## src/rtl/post_dispatch_latency_tracker_defines.svh

```systemverilog
// Assertion macros used by the latency tracker top level.
`ifndef POST_DISPATCH_LATENCY_TRACKER_DEFINES_SVH
`define POST_DISPATCH_LATENCY_TRACKER_DEFINES_SVH

// same-cycle implication, clocked on clk, off during reset
`define PDLT_ASSERT_NOW(lbl, ante, cons, msg) \
	lbl: assert property (@(posedge clk) disable iff (!arst_n) (ante) |-> (cons)) \
		else $error(msg);

// next-cycle implication, clocked on clk, off during reset
`define PDLT_ASSERT_NEXT(lbl, ante, cons, msg) \
	lbl: assert property (@(posedge clk) disable iff (!arst_n) (ante) |=> (cons)) \
		else $error(msg);

`endif

```

## src/rtl/pdlt_ram.sv

```systemverilog
// Generic single-port synchronous RAM with registered read.
module pdlt_ram #(
	parameter int WIDTH = 8,
	parameter int DEPTH = 16
) (
	input  logic                                         clk,
	input  logic                                         we,
	input  logic                                         re,
	input  logic [((DEPTH > 1) ? $clog2(DEPTH) : 1)-1:0] addr,
	input  logic [WIDTH-1:0]                             wdata,
	output logic [WIDTH-1:0]                             rdata
);
	logic [WIDTH-1:0] mem [DEPTH];

	always_ff @(posedge clk) begin
		if (we) begin
			mem[addr] <= wdata;
		end
		if (re) begin
			rdata <= mem[addr];
		end
	end
endmodule

```

## config.mk

```make
export PLATFORM = sky130hd
export DESIGN_NAME = pdlt_ram
export DESIGN_NICKNAME = d
export VERILOG_FILES = /design/src/rtl/post_dispatch_latency_tracker_defines.svh /design/src/rtl/pdlt_ram.sv
export SDC_FILE = /design/constraint.sdc
export NUM_CORES = 1
export LEC_CHECK = 0
export ABC_AREA = 1
export BUFFER_PORTS_ARGS = -buffer_cell sky130_fd_sc_hd__buf_2
export CAP_MARGIN = 40
export CORE_ASPECT_RATIO = 1.75
export CORE_UTILIZATION = 60
export DETAILED_ROUTE_END_ITERATION = 8
export PLACE_DENSITY = 0.78
export SETUP_SLACK_MARGIN = 0.05
export SLEW_MARGIN = 20
export SYNTH_ARGS = -nofsm -noshare
export SYNTH_HDL_FRONTEND = slang
export SYNTH_SLANG_ARGS = --single-unit
export TNS_END_PERCENT = 1
```

## constraint.sdc

```tcl
create_clock -name clk -period 1.8 [get_ports clk]
set_input_delay 0.09 -clock clk [delete_from_list [all_inputs] [get_ports clk]]
set_output_delay 0.09 -clock clk [all_outputs]
set_load 0.03 [all_outputs]
```

Word level (Yosys, flattened, before mapping) --
Memory sizes are Yosys's and may differ from the RTL's. A register that Yosys moved wholly into a read port is not among the register bits. Cells that the tools add are included. W data, S select, Z words.
Word-level totals: memories 1, bits in writable memories 128, memory bits (read-only) 0, logic and storage cells 3, latch bits 0, register bits 0, output and inout port bits 8
Operators by class: equal/unequal tests 0, add/sub/neg operators 0, multipliers 0, multiplexer cells 2, reduce and logical (&&, ||, !) cells 0, bitwise operators 0, div/mod/pow operators 0, magnitude comparators 0, shift operators 0
Memories:
- mem | words 16, width 8, rd ports 1, clocked after Yosys merged registers in 1, write ports 1, line pdlt_ram.sv:13 | logic [WIDTH-1:0] mem [DEPTH];
Operator list (count):
- $mux W1 | 2

Longest topological paths before layout --
depth in word-level cells 2, gate-level depth with buffers 11, gate-level depth less buffers 9

Least setup slack after synthesis --
OpenSTA, ideal clock, no wires.
kind input -> register, start point in addr[1] in the netlist's numbering, end point mem mem[3][0], enable pin, setup time 0.370 ns, slack 0.333 ns, arrival time 1.097 ns, stages 4, required time 1.430 ns, cells stage by stage buf_2 clkbuf_1 nand3_1 nor2_1
RTL lines:
- start, declared | line pdlt_ram.sv:9 | input logic [((DEPTH > 1) ? $clog2(DEPTH) : 1)-1:0] addr,
- end, declared | line pdlt_ram.sv:13
Straight into the memory's write port.

==> results.md <==
| Parameter | Value |
| --- | --- |
| Terminating pin of the worst hold path | rdata[3] |
| Peak ir drop on the vdd network | 1230 uV |
| WP data arrival | 1.33 ns |
| Most numerous cell on the critical path | sky130_fd_sc_hd__nand2_1 |
| DP Wirelength | 8.04 mm |
| Standard cell core area | 9090 sq um |
| Clock-pin slew of the registers on the worst-case setup and hold paths | 0.06 ns |
| Antenna violations before repair | 0 |
| Global-route wire length before repair | 19.2 mm |
| Syn_area_per_cell | 10.4 sq um |
| Endpoint required time on the critical path | 1.97 ns |
| Start point of the worst min-delay path | re |
| Fillers | 690 |
| Least setup slack across all paths after layout | 0.641 ns |
| Time the worst path needs with I/O delays and setup | 1.16 ns |
| Startpoint types | primary input |
| GRT Resource Usage Total | 28.6% |
| Seq. cell area | 4080 sq um |
| Final number of setup-violating endpoints | 0 |
| Total Neg Setup Slack | 0 ns |
| Minimum hold slack | 0.0175 ns |
| Antenna diode instance count | 0 |
| Hold Path Stages | 1 |
| Library cell used as clock root buffer | sky130_fd_sc_hd__clkbuf_16 |
| Inserted Clock Buffers | 17 |
| Initial Utilization | 62.4% |
| Number of gates resized after CTS | 0 |
| Commonest cells after routing, fill and taps aside | sky130_fd_sc_hd__nand2_1 (346), sky130_fd_sc_hd__edfxtp_1 (136), sky130_fd_sc_hd__buf_4 (25) |
| Slew Viols, Final | 0 |
| Average wire per standard cell | 17.1 um |
| Router iterations before antenna repair | 4 |
| Cell area after technology mapping | 5670 sq um |
| Placed Instance Area | 6000 sq um |
| Most common cell after layout, fill and taps aside | sky130_fd_sc_hd__nand2_1 |
| Number of hold buffers added after cts | 0 |
| Critical Path End Type | flip-flop |
| Count of final hold-check violations | 0 |
| CTS HTree Levels | 4 |
| Area of the die | 9860 sq um |
| Max_slew headroom | 71.9% |
| Via density per instance | 5.29 |
| Critical-path top delay cell | sky130_fd_sc_hd__buf_4 |
| Crit Path Class | primary input to flip-flop |
| # clock sinks | 136 |
| Largest net degree at the start of global routing | 34 |
| Clock tree buffer depth | 2 |
| Routed Wire Length | 12.4 mm |
| Clock network latency to the later pin of the worst-skew pair | 0.42 ns |
| Number of I/O pins | 23 |
| Synthesized instance count | 548 |
| Total nets after synthesis | 563 |
| Final worst clock skew | 0.00605 ns |
| Crit path max fanout | 24 |
| Number of buffer cells added on primary ports | 22 |
| Setup repair after global routing missed its margin | no |
| R2r setup slk | 0.66 ns |
| Class of the tightest hold or removal check | primary input to flip-flop |
| Highest attainable clock frequency | 863 MHz |
| Worst R2R End | rdata[1] |
| Chain of cells forming the critical path | buf_2, clkinv_1, buf_4, nand2_1, nand2_1, nand2_1, nand2_1, inv_1, nand2_1 |
| Antenna viol nets, final | 0 |
| Die Width | 75.5 um |
| Synthesis warning total | 0 |
| Cell depth of the worst flop-to-flop path | 8 |
| Leakage power | 2.88 nW |
| Unique masters post-synth | 10 |
| Post-route DRC | 0 |
| Initial drt markers | 272 |
| Cell type with the largest total area after synthesis | sky130_fd_sc_hd__edfxtp_1 |
| Yosys reg bits | 136 |
| Final net count | 608 |
| Number of global-route vias before repair | 4,002 |
| Number of max-cap violations | 0 |
| Post-CTS setup-driven buffer insertion count | 0 |
| Register area share after synthesis | 72.0% |
| Worst slack at placement | 0.244 ns |
| Share of Yosys cell area claimed by the top area cell type | 72.0% |
| Count of standard-cell rows | 46 |
| Total area of multi-input combinational cells | 1390 sq um |
| Result of the run | complete, no violations |
| Total congestion overflow | 0 |
| Pwr per Cell Area | 1170 nW/um^2 |
| Clock tree from TritonCTS | built |
| Height of the chip | 131 um |
| Worst r2r src | mem[6][1] |
| Crit path largest cell delay | 0.31 ns |
| Fraction of final layout cells with drive strength greater than 1 | 12.7% |
| Slew at the pin closest to its max-slew limit | 0.421 ns |
| Post-route clock period utilization | 64.4% |
| Largest cells by area after synthesis | sky130_fd_sc_hd__edfxtp_1 (72%), sky130_fd_sc_hd__nand2_1 (23%), sky130_fd_sc_hd__inv_1 (1.4%) |
| Total via count in the routed design | 3,842 |
| Layout overhead on the synthesized area | 17.2% |
| Placer congestion estimate | 0.955 |
| Area of all placed cells without fillers | 6650 sq um |
==> Yosys cell counts, drive strengths merged <==
cell type,n
buf,18
clkbuf,3
nand2,346
nor2,18
clkinv,1
edfxtp,136
inv,22
nand3,4
==> per-layer routing <==
| metal | GRT usage, % | wire length (um) | vias up |
|---|---|---|---|
| li1 | - | - | 1852 |
| met1 | 33.0 | 4770 | 1796 |
| met2 | 47.0 | 6510 | 149 |
| met3 | 6.13 | 583 | 45 |
| met4 | 19.0 | 561 | 0 |
| met5 | 0 | 0 | - |
==> cells by family after synthesis <==
| family | synth area share [%] |
|---|---|
| and+or+nand+nor | 24.4 |
| DFF | 72.0 |
| buffers and inverters | 3.57 |
==> registers in the layout, indices dropped and copies added (netlist names) <==
| signal | cells |
|---|---|
| rdata | 8 |
| mem | 128 |
==> stage by stage <==
step,util [%],total power [mW],instances
floorplan,-,3.93,548
global placement,66.0,4.10,694
detailed placement,66.0,4.11,694
CTS,73.1,7.82,726
global route,73.1,8.01,726
finish,73.1,7.80,726
==> worst max-delay path by stage <==
stage	from	to	slack (ns)	cells past startpoint
final	addr[1]	rdata[2]	0.64	9
after floorplan	addr[1]	mem[3][0]	0.33	4
after CTS	addr[1]	rdata[3]	0.67	9
after global placement	addr[0]	mem[13][3]	0.26	5
after detailed placement	addr[0]	mem[13][5]	0.24	5
after global routing	addr[1]	rdata[1]	0.50	9
==> report_power, final <==
part	switching (mW)	internal, mW	total [mW]
clock	1.29	2.47	3.76
combinational	0.337	0.120	0.457
sequential	0.0189	3.57	3.59
total	1.65	6.16	7.80
==> critical path: cells and delay by family <==
family | cells | cell delay [ns]
buf+inv | 4 | 0.91
simple gates | 5 | 0.32
==> final cells by class <==
type,count,share of cell area (%)
Inverter,23,1.30
Clock inverter,14,3.27
Tap cell,120,2.26
Multi-Input combinational cell,368,20.8
Sequential cell,136,61.4
Timing Repair Buffer,47,4.48
Clock buffer,18,6.45
No activity file was read; power rests on OpenSTA's default activity.
